## config.mk

```make
export PLATFORM = sky130hd
export DESIGN_NAME = ttf_iter
export DESIGN_NICKNAME = d
export VERILOG_FILES = /design/src/hdl/ttf_pkg.sv /design/src/hdl/ttf_iter.sv
export SDC_FILE = /design/constraint.sdc
export NUM_CORES = 1
export LEC_CHECK = 0
export BUFFER_PORTS_ARGS = -buffer_cell sky130_fd_sc_hd__buf_2
export CAP_MARGIN = 30
export CORE_MARGIN = 3
export CORE_UTILIZATION = 45
export DETAILED_ROUTE_END_ITERATION = 8
export PLACE_DENSITY = 0.68
export SYNTH_ARGS = -nofsm -noshare
export SYNTH_HDL_FRONTEND = slang
export SYNTH_SLANG_ARGS = --single-unit
```

## constraint.sdc

```tcl
create_clock -name clk -period 10.1 [get_ports clk]
set_clock_uncertainty 0.15 [all_clocks]
set_input_delay 0.505 -clock clk [delete_from_list [all_inputs] [get_ports clk]]
set_output_delay 0.505 -clock clk [all_outputs]
set_load 0.03 [all_outputs]
```

## src/hdl/ttf_pkg.sv

```systemverilog
// ttf_pkg: shared types for the triangle tangent frame block
// vertex and result words, and the request/response of the iterative div/sqrt unit
// no dependencies
`timescale 1ns / 1ps
`default_nettype none

package ttf_pkg;

    // one input word: a vertex
    typedef struct packed {
        logic signed [31:0] pos_x;
        logic signed [31:0] pos_y;
        logic signed [31:0] pos_z;
        logic signed [15:0] tex_u;
        logic signed [15:0] tex_v;
        logic signed [15:0] norm_x;
        logic signed [15:0] norm_y;
        logic signed [15:0] norm_z;
    } vertex_t;

    // one output word: tangent frame of one vertex
    typedef struct packed {
        logic signed [15:0] tan_x;
        logic signed [15:0] tan_y;
        logic signed [15:0] tan_z;
        logic signed [31:0] bitan_x;
        logic signed [31:0] bitan_y;
        logic signed [31:0] bitan_z;
        logic               degenerate;
        logic               last_of_triangle;
    } result_t;

    // request into the shared div/sqrt unit
    typedef struct packed {
        logic        start;
        logic        is_sqrt;
        logic [63:0] num;
        logic [34:0] den;
    } iter_req_t;

    // response from the shared div/sqrt unit
    typedef struct packed {
        logic        done;
        logic [63:0] res;
    } iter_rsp_t;

endpackage

`default_nettype wire

```

## src/hdl/ttf_iter.sv

```systemverilog
// ttf_iter: shared restoring divider / integer square root, one step per cycle
// unsigned 64-bit dividend by 35-bit divisor (64 steps), or 64-bit sqrt (32 steps)
// depends on ttf_pkg
`timescale 1ns / 1ps
`default_nettype none

module ttf_iter (
    input  logic               clk,
    input  logic               rst_n,
    input  ttf_pkg::iter_req_t req,
    output ttf_pkg::iter_rsp_t rsp
);

    localparam int DIV_STEPS  = 64;
    localparam int SQRT_STEPS = 32;
    localparam logic [5:0] DIV_LAST  = 6'(DIV_STEPS - 1);
    localparam logic [5:0] SQRT_LAST = 6'(SQRT_STEPS - 1);

    logic        busy_reg;
    logic        done_reg;
    logic        sqrt_reg;
    logic [5:0]  cnt_reg;
    logic [63:0] x_reg;
    logic [37:0] rem_reg;
    logic [63:0] q_reg;
    logic [34:0] den_reg;

    logic [37:0] shifted;
    logic [37:0] trial;
    logic        ge;
    logic [37:0] rem_next;
    logic [63:0] q_next;
    logic [63:0] x_next;
    logic [5:0]  last;

    // one restoring step: bring down one bit (div) or a bit pair (sqrt)
    always_comb
    begin
        if (sqrt_reg)
        begin
            shifted = {rem_reg[35:0], x_reg[63:62]};
            trial   = {q_reg[35:0], 2'b01};
            x_next  = {x_reg[61:0], 2'b00};
            last    = SQRT_LAST;
        end
        else
        begin
            shifted = {rem_reg[36:0], x_reg[63]};
            trial   = 38'(den_reg);
            x_next  = {x_reg[62:0], 1'b0};
            last    = DIV_LAST;
        end
        ge       = (shifted >= trial);
        rem_next = ge ? (shifted - trial) : shifted;
        q_next   = {q_reg[62:0], ge};
    end

    // step counter and done pulse
    always_ff @(posedge clk or negedge rst_n)
    begin
        if (!rst_n)
        begin
            busy_reg <= 1'b0;
            done_reg <= 1'b0;
            sqrt_reg <= 1'b0;
            cnt_reg  <= '0;
        end
        else if (req.start)
        begin
            busy_reg <= 1'b1;
            done_reg <= 1'b0;
            sqrt_reg <= req.is_sqrt;
            cnt_reg  <= '0;
        end
        else if (busy_reg)
        begin
            cnt_reg <= cnt_reg + 6'd1;
            if (cnt_reg == last)
            begin
                busy_reg <= 1'b0;
                done_reg <= 1'b1;
            end
        end
        else
        begin
            done_reg <= 1'b0;
        end
    end

    // operand and partial result registers
    always_ff @(posedge clk)
    begin
        if (req.start)
        begin
            x_reg   <= req.num;
            rem_reg <= '0;
            q_reg   <= '0;
            den_reg <= req.den;
        end
        else if (busy_reg)
        begin
            x_reg   <= x_next;
            rem_reg <= rem_next;
            q_reg   <= q_next;
        end
    end

    assign rsp.done = done_reg;
    assign rsp.res  = q_reg;

endmodule

`default_nettype wire

```

* After elaboration in Yosys (flattened, before gate mapping)
Index checks and enable logic that the tools add are counted.
Cells by class: $lt $le $gt $ge 1, equality and inequality tests 2, multiplexer cells 15, $add $sub $neg 2, reductions and logical operators 1
Operators with widths (number):
- two-way mux 64 bit | 3
- two-way mux 38 bit | 2
- >= comparator 38 bit | 1
- two-way mux 37 bit | 1
- subtractor 37 bit | 1
- two-way mux 6 bit | 3
- adder 6 x 1 -> 6 bit (second input constant) | 1
- == test 6 bit | 1
- two-way mux 1 bit | 6
- != test 3 x 2 -> 1 bit (second input constant) | 1
- nonzero test 2 bit | 1
Word-level totals: input port bits 103, register bits after elaboration 209, word-level logic and storage cells 29, output and inout bits 65

* Logic depth before layout (Yosys ltp)
Gate-level depths: netlist of the first run.
depth after elaboration 5, gate-level depth with buffers 18

* Least setup slack after synthesis of the first run
Ideal clock, no wire load.
path kind reg2reg, start reg sqrt_reg, end reg rem_reg[22], required time 9828 ps, slack 5798 ps, data arrival time 4030 ps, cell stages (with the launch flop) 17, path through dfrtp_1 > clkbuf_1 > clkbuf_1 > clkbuf_1 > buf_1 > mux2i_1 > ha_1 > and2_1 > and3_4 > nand3_2 > nor4_1 > a41oi_1 > nand2_1 > a221oi_2 > buf_2 > nand2_1 > a221o_1
On the way: longest elaborated chain between the ends 3, elaborated cells between the ends (all ways) 5, classes of those cells add/sub (1); order compare (1); mux (3)
RTL lines:
- start: declaration | line ttf_iter.sv:21 | logic sqrt_reg;
- start signal: assignment | line ttf_iter.sv:72 | sqrt_reg <= req.is_sqrt;
- two-way mux 38 bit | line ttf_iter.sv:39 | if (sqrt_reg)
- subtractor 37 bit / >= comparator 38 bit (equally long branches) | line ttf_iter.sv:54, ttf_iter.sv:53
- two-way mux 37 bit * | line ttf_iter.sv:54 | rem_next = ge ? (shifted - trial) : shifted;
- end signal: assignment | line ttf_iter.sv:103 | rem_reg <= rem_next;
- end: declaration | line ttf_iter.sv:24 | logic [37:0] rem_reg;
Mark *: on every way between the ends. The rest lies on a longest branch, timed or not. A chain may end at the register's enable or synchronous reset.

* Final worst setup path of the first run
start reg sqrt_reg, end reg rem_reg[27]
Same word-level chain as after synthesis.

==> flow_summary.ini, run 1 <==
[final_layout]
syn_to_final_growth_pct = 19.16
nets = 1472
drive_gt1_share_pct = 20.55
fin_cells = 1679
fill_cells = 2217

[cts]
cts_buffers = 25
clock_latency_ns = 0.52
cts_htree_levels = 1
clock_path_buffers = 3
clock-sinks = 209
cts_tree = built
path_clk_slew_ns = 0.06
clockRootBuffer = clkbuf_16

[synth]
yosysSeqAreaShare_pct = 44.69
yosysMostFrequentCell = mux2i_1
synth-async-reset-ratio_pct = 4.306
synthTopCellsByCount = mux2i_1 (163), nor2_1 (125), nand2_1 (114)
synth_top_area_share_pct = 25.45
synth-simple-area-share_pct = 12.54
synth_warnings = 0
synthCells = 1166
synth_area_leaders = edfxtp_1 (25%), dfxtp_1 (17%), mux2i_1 (14%)
avgSynthCellArea_um2 = 10.02
synth-main-ff-cell = dfxtp_1
ys_ff_latch = 209
synth_nets = 1309
yosys.area.top_type = edfxtp_1
yosys.cell_types.count = 81
synth.area.mux_share_pct = 17.63
synth_xor_area_share_pct = 2.324
synthAdderAreaFrac_pct = 4.349
synth_area_mm2 = 0.01168
synth_compound_area_share_pct = 15.04
synth_edf_count = 99
synth_top_family_by_area = multiplexers

[worst_setup_path]
endpoint_kind = flop
startpoint_type = flop
crit_type = reg -> reg
crit_arrival_ns = 5.69
r2r-end = rem_reg[27]
critPathMaxStageDelay_ns = 0.83
r2r_slack_ns = 4.67
cp_top_family = compound AO/OA/AOI/OAI gates
path_cells = buf_4, mux2_2, ha_1, a21oi_1, o21ai_0, a21oi_2, nor2_1, a2111oi_0, a21oi_1, o21ai_4, nand2_1, a221o_1
critPathSlowestCell = dfrtp_4
cp_num_buf_inv = 1
crit_top_cell = a21oi_1
crit_fanout = 43
cp_data_required_time_ns = 10.36
timing.rr.start = sqrt_reg
worst_r2r_path_depth = 12

[floorplan]
fp.dieH_um = 167.1
rows = 58
io_pins = 168
core-area_mm2 = 0.02533
start_util_pct = 46.12
dieArea_mm2 = 0.02793
die_x_um = 167.1

[routing]
drt_first_pass_iters = 5
wl_um = 28380
wl_per_cell_um = 16.90
vias = 9339
drc = 0
via_per_inst = 5.562
drt_iter0_drc = 651
antenna_left = 0

[sta]
hold_ws_ns = 0.02611
timing.fmax_mhz = 184.2
period_share_pct = 53.76
fin_setup_tns_ns = 0
max-slew-margin-rel_pct = 31.18
tightestPinTransition_ns = 1.031
drv_slew = 0
rsz0062_at_grt = no
hold_violations = 0
setup_viol = 0
fin_crit_ns = 5.430
setup_slack_ns = 4.670

[placed_design]
pre_cts_ws_ns = 4.720
dpl.cell_count = 1598
numPortBuffers = 167
gp_congestion = 0.8590
dp_hpwl_um = 19100

[global_routing]
grt_max_degree = 102
grt_pass1_wl_um = 45890
overflow = 0
grt_pass1_vias = 8824
gr-usage-all-layers_pct = 19.55
antenna_found_initial = 0

[pwr]
ir_drop_v = 0.0001418
p_leak_nw = 6.393
pwr_density_cell_mw_per_mm2 = 242.8

[worst_hold_path]
hold_depth = 1
hold_path.class = in -> reg
min-delay-start = req[3]
holdPathEnd = den_reg[3]

[status]
outcome = completed

[run]
cap_violations = 0
## worst max path at each step
stage | from | endpoint | depth (start not counted)
after floorplan | sqrt_reg | rem_reg[22] | 16
after global placement | sqrt_reg | rem_reg[24] | 12
after detailed placement | sqrt_reg | rem_reg[27] | 12
after CTS | sqrt_reg | rem_reg[27] | 12
after global routing | sqrt_reg | rem_reg[27] | 12
final | sqrt_reg | rem_reg[27] | 12
## stage by stage
stage               power [mW]  cell area (µm²)  utilization (%)
floorplan                2.147            11680                -
global placement         2.415            12670            50.04
global route             3.596            13920            54.95
CTS                      3.378            13880            54.80
finish                   3.380            13920            54.96
detailed placement       2.465            12730            50.26
## where the power goes
group          switching [mW]  internal (mW)
logic                   0.802          0.615
registers              0.0696          0.998
clock network           0.349          0.546
total                    1.22           2.16
## area by class of cell
cell class / count / area, µm² / share of cell area [%]
Timing Repair Buffer: 212 / 1323 / 9.501
Clock inverter: 11 / 116.4 / 0.8360
Inverter: 16 / 60.06 / 0.4315
Clock buffer: 35 / 714.4 / 5.133
Sequential cell: 209 / 5228 / 37.56
Antenna cell: 1 / 2.502 / 0.01798
Multi-Input combinational cell: 865 / 6063 / 43.56
Tap cell: 330 / 412.9 / 2.966
## worst register-to-register path: cells and delay by family (launching register included)
family	cells	cell delay, ns
AO/OA/AOI/OAI	7	2.42
AND/OR/NAND/NOR	2	0.50
buffers and inverters	1	0.60
flip-flops	1	0.83
adder cells (fa/ha/maj)	1	0.38
multiplexers	1	0.44
## logic make-up after synthesis
logic type | count (synthesis)
and+or+nand+nor | 334
AOI/OAI and AO/OA | 259
DFF | 209
muxes | 201
buffers and inverters | 92
adders and majority gates | 40
xor gates and xnor gates | 31
## per-layer routing
layer  vias to the layer above  track usage, %  routed length [µm]
li1                       4623               -                   -
met2                       268           30.65               12560
met4                         0           4.555                 543
met3                        38           2.809                1559
met5                         -               0                   0
met1                      4410           28.82               13720
## layout by cell type, fill, tap and decap left out, types with 16 or more instances in the layout
master	instances
buf_2	166
mux2i_1	163
nor2_1	124
nand2_1	114
dfxtp_1	101
edfxtp_1	99
o21ai_0	94
ha_1	39
mux2_2	38
a21oi_1	34
dlygate4sd3_1	33
clkbuf_16	26
nand3_1	23
xnor2_1	20
nor3_1	16
## repair_timing
| item | 4_1_cts | 5_1_grt |
|---|---|---|
| hold buffers | 32 | 1 |
| endpoints found under the hold margin | 40 | 1 |
| gates resized for setup | 0 | 0 |
| buffers inserted | 0 | 0 |
Power figures use the tool's default switching activity.
==> run 2: changes to the inputs <==
- PLACE_DENSITY: 0.68 -> 0.71
- clock period: 10.1 -> 4.8 ns (I/O delays scaled with it)
==> flow_summary.ini, run 2 (synthesized netlist as in run 1, its figures left out) <==
[placed_design]
gp_congestion = 0.9088
dp_hpwl_um = 19120
dpl.cell_count = 1607
placedInstanceArea_mm2 = 0.01279
numPortBuffers = 167

[pwr]
p_sw_mw = 2.586
internal_power_mw = 4.407
combPwrFrac_pct = 43.3
pwr-share-clk_pct = 24.6
pwr_density_cell_mw_per_mm2 = 480.4
ir_drop_v = 0.0003399
swShare_pct = 36.98
p_leak_nw = 6.674
power_frac_seq_pct = 32.0

[cts]
cts_resized = 0
cts_htree_levels = 1
clockRootBuffer = clkbuf_16
cts_buffers = 24
clock_latency_ns = 0.52
clock-sinks = 209
clock_path_buffers = 3
cts_tree = built
path_clk_slew_ns = 0.06

[sta]
rsz0062_at_grt = no
timing.fmax_mhz = 233.4
period_share_pct = 89.26
drv_slew = 0
setup_viol = 0
fin_setup_tns_ns = 0
tightestPinTransition_ns = 0.8776
hold_violations = 0
max-slew-margin-rel_pct = 41.50
fin_crit_ns = 4.285

[final_layout]
layout_common_cells = buf_2 (166), mux2i_1 (163), nor2_1 (124)
diodes = 0
fill_cells = 2154
multi_input_area_mm2 = 0.006063
final_cell_area_mm2 = 0.01456
syn_to_final_growth_pct = 24.61
drive_gt1_share_pct = 20.03
utilization_pct = 57.47
layout_commonest_cell = buf_2
layout.area.seq_mm2 = 0.005228
fin_cells = 1753
nets = 1548

[routing]
drc = 0
vias = 9734
wl_per_cell_um = 16.91
antenna_left = 0
drt_first_pass_iters = 5
highest_layer = met4
dr_wl_met3_um = 1872
wirelength_met1_um = 13310
wl_um = 29650
met2_wirelength_um = 13690
via_per_inst = 5.553
drt_iter0_drc = 722

[floorplan]
core-area_mm2 = 0.02533
io_pins = 168
start_util_pct = 46.12
dieArea_mm2 = 0.02793
die_x_um = 167.1
rows = 58
fp.dieH_um = 167.1

[worst_setup_path]
r2r-end = rem_reg[34]
endpoint_kind = flop
crit_fanout = 33
crit_type = reg -> reg
crit_arrival_ns = 4.58
timing.rr.start = sqrt_reg
r2r_slack_ns = 0.52
worst_r2r_path_depth = 13
cp_data_required_time_ns = 5.09
startpoint_type = flop

[global_routing]
grt_max_degree = 123
grt_pass1_wl_um = 48310
antenna_found_initial = 0
grt_pass1_vias = 9537
gr-usage-all-layers_pct = 20.35
overflow = 0

[worst_hold_path]
min-delay-start = req[100]
holdPathEnd = q_reg[7]
hold_depth = 2
hold_path.class = in -> reg

[run]
cap_violations = 0

[status]
outcome = completed
## run 2: area by class of cell
cell class | count | area share (%)
Clock buffer | 35 | 4.685
Sequential cell | 209 | 35.91
Inverter | 16 | 0.4126
Tap cell | 330 | 2.837
Timing Repair Buffer | 289 | 14.07
Multi-Input combinational cell | 865 | 41.65
Clock inverter | 9 | 0.4298
## run 2: critical path, stage by stage, from the launching register on
cell	delay, ns
dfrtp_4	0.71
buf_4	0.40
mux2i_1	0.13
ha_1	0.42
and2_1	0.21
and3_4	0.23
nand3_2	0.12
nor4_1	0.51
a41oi_1	0.17
nand2_1	0.12
a221o_1	0.27
buf_4	0.27
o21ai_0	0.23
o21ai_0	0.23
## run 2: worst max-delay path by stage
stage                        start           to  slack, ns
after floorplan           sqrt_reg  rem_reg[22]       0.50
after global placement    sqrt_reg  rem_reg[34]       0.63
after detailed placement  sqrt_reg  rem_reg[11]       0.58
after CTS                 sqrt_reg  rem_reg[11]       0.55
after global routing      sqrt_reg  rem_reg[11]       0.21
final                     sqrt_reg  rem_reg[34]       0.52
## run 2: power by group through the flow
stage	Clock, mW	Combinational [mW]	Sequential, mW
2_1_floorplan	0	2.29	2.23
4_1_cts	1.77	2.99	2.23
5_1_grt	1.84	3.35	2.27
6_report	1.72	3.03	2.24
3_5_place_dp	0	2.91	2.27
3_3_place_gp	0	2.87	2.27
## run 2: metal layers
| metal | vias up | track usage, % |
|---|---|---|
| met2 | 330 | 33.10 |
| met5 | - | 0 |
| met3 | 61 | 3.187 |
| met1 | 4560 | 28.23 |
| li1 | 4783 | - |
| met4 | 0 | 6.026 |
## run 2: repair_timing
action                                 in CTS  in global routing
hold buffers                              102                  0
endpoints found under the hold margin     109                  0
buffers inserted                            0                  0
## run 2: through the flow
stage                     total power [mW]  hold WS [ns]  worst slack [ns]
after detailed placement             5.179      -0.04782            0.5768
after CTS                            6.990        0.2531            0.5505
after floorplan                      4.517       -0.2056            0.4985
after global routing                 7.450        0.2742            0.2105
after global placement               5.131      -0.04946            0.6338
final                                6.994        0.2523            0.5153
==> run 3: changes to the inputs <==
- REMOVE_ABC_BUFFERS: unset -> 1
==> flow_summary.ini, run 3 (synthesized netlist as in run 1, its figures left out) <==
[cts]
cts_htree_levels = 1
clockRootBuffer = clkbuf_16
cts_resized = 0
cts_buffers = 25
cts_tree = built
clock-sinks = 209
path_clk_slew_ns = 0.06
clock_latency_ns = 0.54
clock_path_buffers = 3

[routing]
vias = 9802
wl_um = 30520
antenna_left = 0
via_per_inst = 5.579
drc = 0
drt_first_pass_iters = 7
wl_per_cell_um = 17.37
drt_iter0_drc = 585

[sta]
timing.fmax_mhz = 228.5
rsz0062_at_grt = no
drv_slew = 0
tightestPinTransition_ns = 0.9751
setup_slack_ns = 0.4227
fin_setup_tns_ns = 0
fin_crit_ns = 4.377
period_share_pct = 91.19
hold_violations = 0
setup_viol = 0
max-slew-margin-rel_pct = 34.99

[placed_design]
gp_congestion = 0.9130
numPortBuffers = 167
dp_hpwl_um = 19320
pre_cts_ws_ns = 0.5283

[floorplan]
fp.dieH_um = 167.1
start_util_pct = 46.12
io_pins = 168
die_x_um = 167.1
dieArea_mm2 = 0.02793
core-area_mm2 = 0.02533
rows = 58

[worst_setup_path]
startpoint_type = flop
crit_arrival_ns = 4.60
crit_type = reg -> reg
cp_data_required_time_ns = 5.02
crit_fanout = 45
endpoint_kind = flop

[final_layout]
utilization_pct = 58.17
drive_gt1_share_pct = 20.39
diodes = 0
syn_to_final_growth_pct = 26.11
fill_cells = 2139
nets = 1551
layout_common_cells = buf_2 (166), mux2i_1 (163), nor2_1 (125)
layout_commonest_cell = buf_2

[worst_hold_path]
hold_path.class = in -> reg

[global_routing]
gr-usage-all-layers_pct = 21.03
grt_pass1_wl_um = 49840
antenna_found_initial = 0
grt_pass1_vias = 9868
overflow = 0
grt_use_met2_pct = 35.93
use_met1_pct = 27.08
grt_use_met3_pct = 4.698
grt_busiest_layer = met2
grt_max_degree = 113

[pwr]
pwr_density_cell_mw_per_mm2 = 495.5
total_power_mw = 7.300
ir_drop_v = 0.0004392
p_leak_nw = 6.747

[run]
cap_violations = 0

[status]
outcome = completed
run 3: final cells by class:
| type | count | area [µm²] | area share, % |
|---|---|---|---|
| clock buffer | 31 | 678.2 | 4.603 |
| multi-input combinational | 865 | 6061 | 41.14 |
| sequential | 209 | 5228 | 35.49 |
| inverter | 16 | 60.06 | 0.4077 |
| timing repair buffer | 291 | 2087 | 14.17 |
| tap | 330 | 412.9 | 2.803 |
| clock inverter | 15 | 205.2 | 1.393 |
run 3: repair_timing:
item / in CTS / in global routing
hold buffers: 103 / 0
endpoints found under the setup margin: 0 / 0
setup buffers: 0 / 0
endpoints found under the hold margin: 114 / 0
run 3: power breakdown:
group / total, mW / leakage, nW / switching (mW) / internal [mW]
registers: 2.25 / 1.99 / 0.147 / 2.10
clock network: 2.01 / 0.422 / 0.782 / 1.23
logic: 3.04 / 4.34 / 1.72 / 1.32
total: 7.30 / 6.75 / 2.65 / 4.65
run 3: metal layers:
layer / routed length [µm] / vias to the layer above / part of all wire (%)
met5: 0 / - / 0
met4: 766 / 0 / 2.5
met1: 12970 / 4599 / 42
li1: - / 4785 / -
met2: 14530 / 357 / 48
met3: 2262 / 61 / 7.4
run 3: final timing paths:
path | slack (ns) | cells after the start | start | end
min | 0.26 | 2 | req[11] | den_reg[11]
max in group asynchronous | 3.65 | 3 | rst_n | busy_reg
max reg2reg | 0.42 | 11 | sqrt_reg | rem_reg[34]
min in group asynchronous | 0.54 | 3 | rst_n | sqrt_reg
min reg2reg | 0.34 | 2 | rem_reg[7] | rem_reg[7]
max | 0.42 | 11 | sqrt_reg | rem_reg[34]
run 3: metrics by stage:
step / std cells / hold WS [ns] / area [µm²]
CTS: 1755 / 0.2435 / 14680
detailed placement: 1606 / -0.04949 / 12760
finish: 1757 / 0.2617 / 14730
global route: 1757 / 0.2635 / 14730
floorplan: 1090 / -0.2056 / 11340
global placement: 1605 / -0.04934 / 12750
run 3: critical path, cell delays in order (launching register included):
cell and delay, ns:
dfrtp_4 0.85, mux2_2 0.42, ha_1 0.37, a21oi_1 0.30
o21ai_0 0.17, a21oi_2 0.26, nor2_1 0.08, a2111oi_0 0.35
a21oi_1 0.20, o21a_1 0.35, o21ai_0 0.48, o21ai_0 0.18
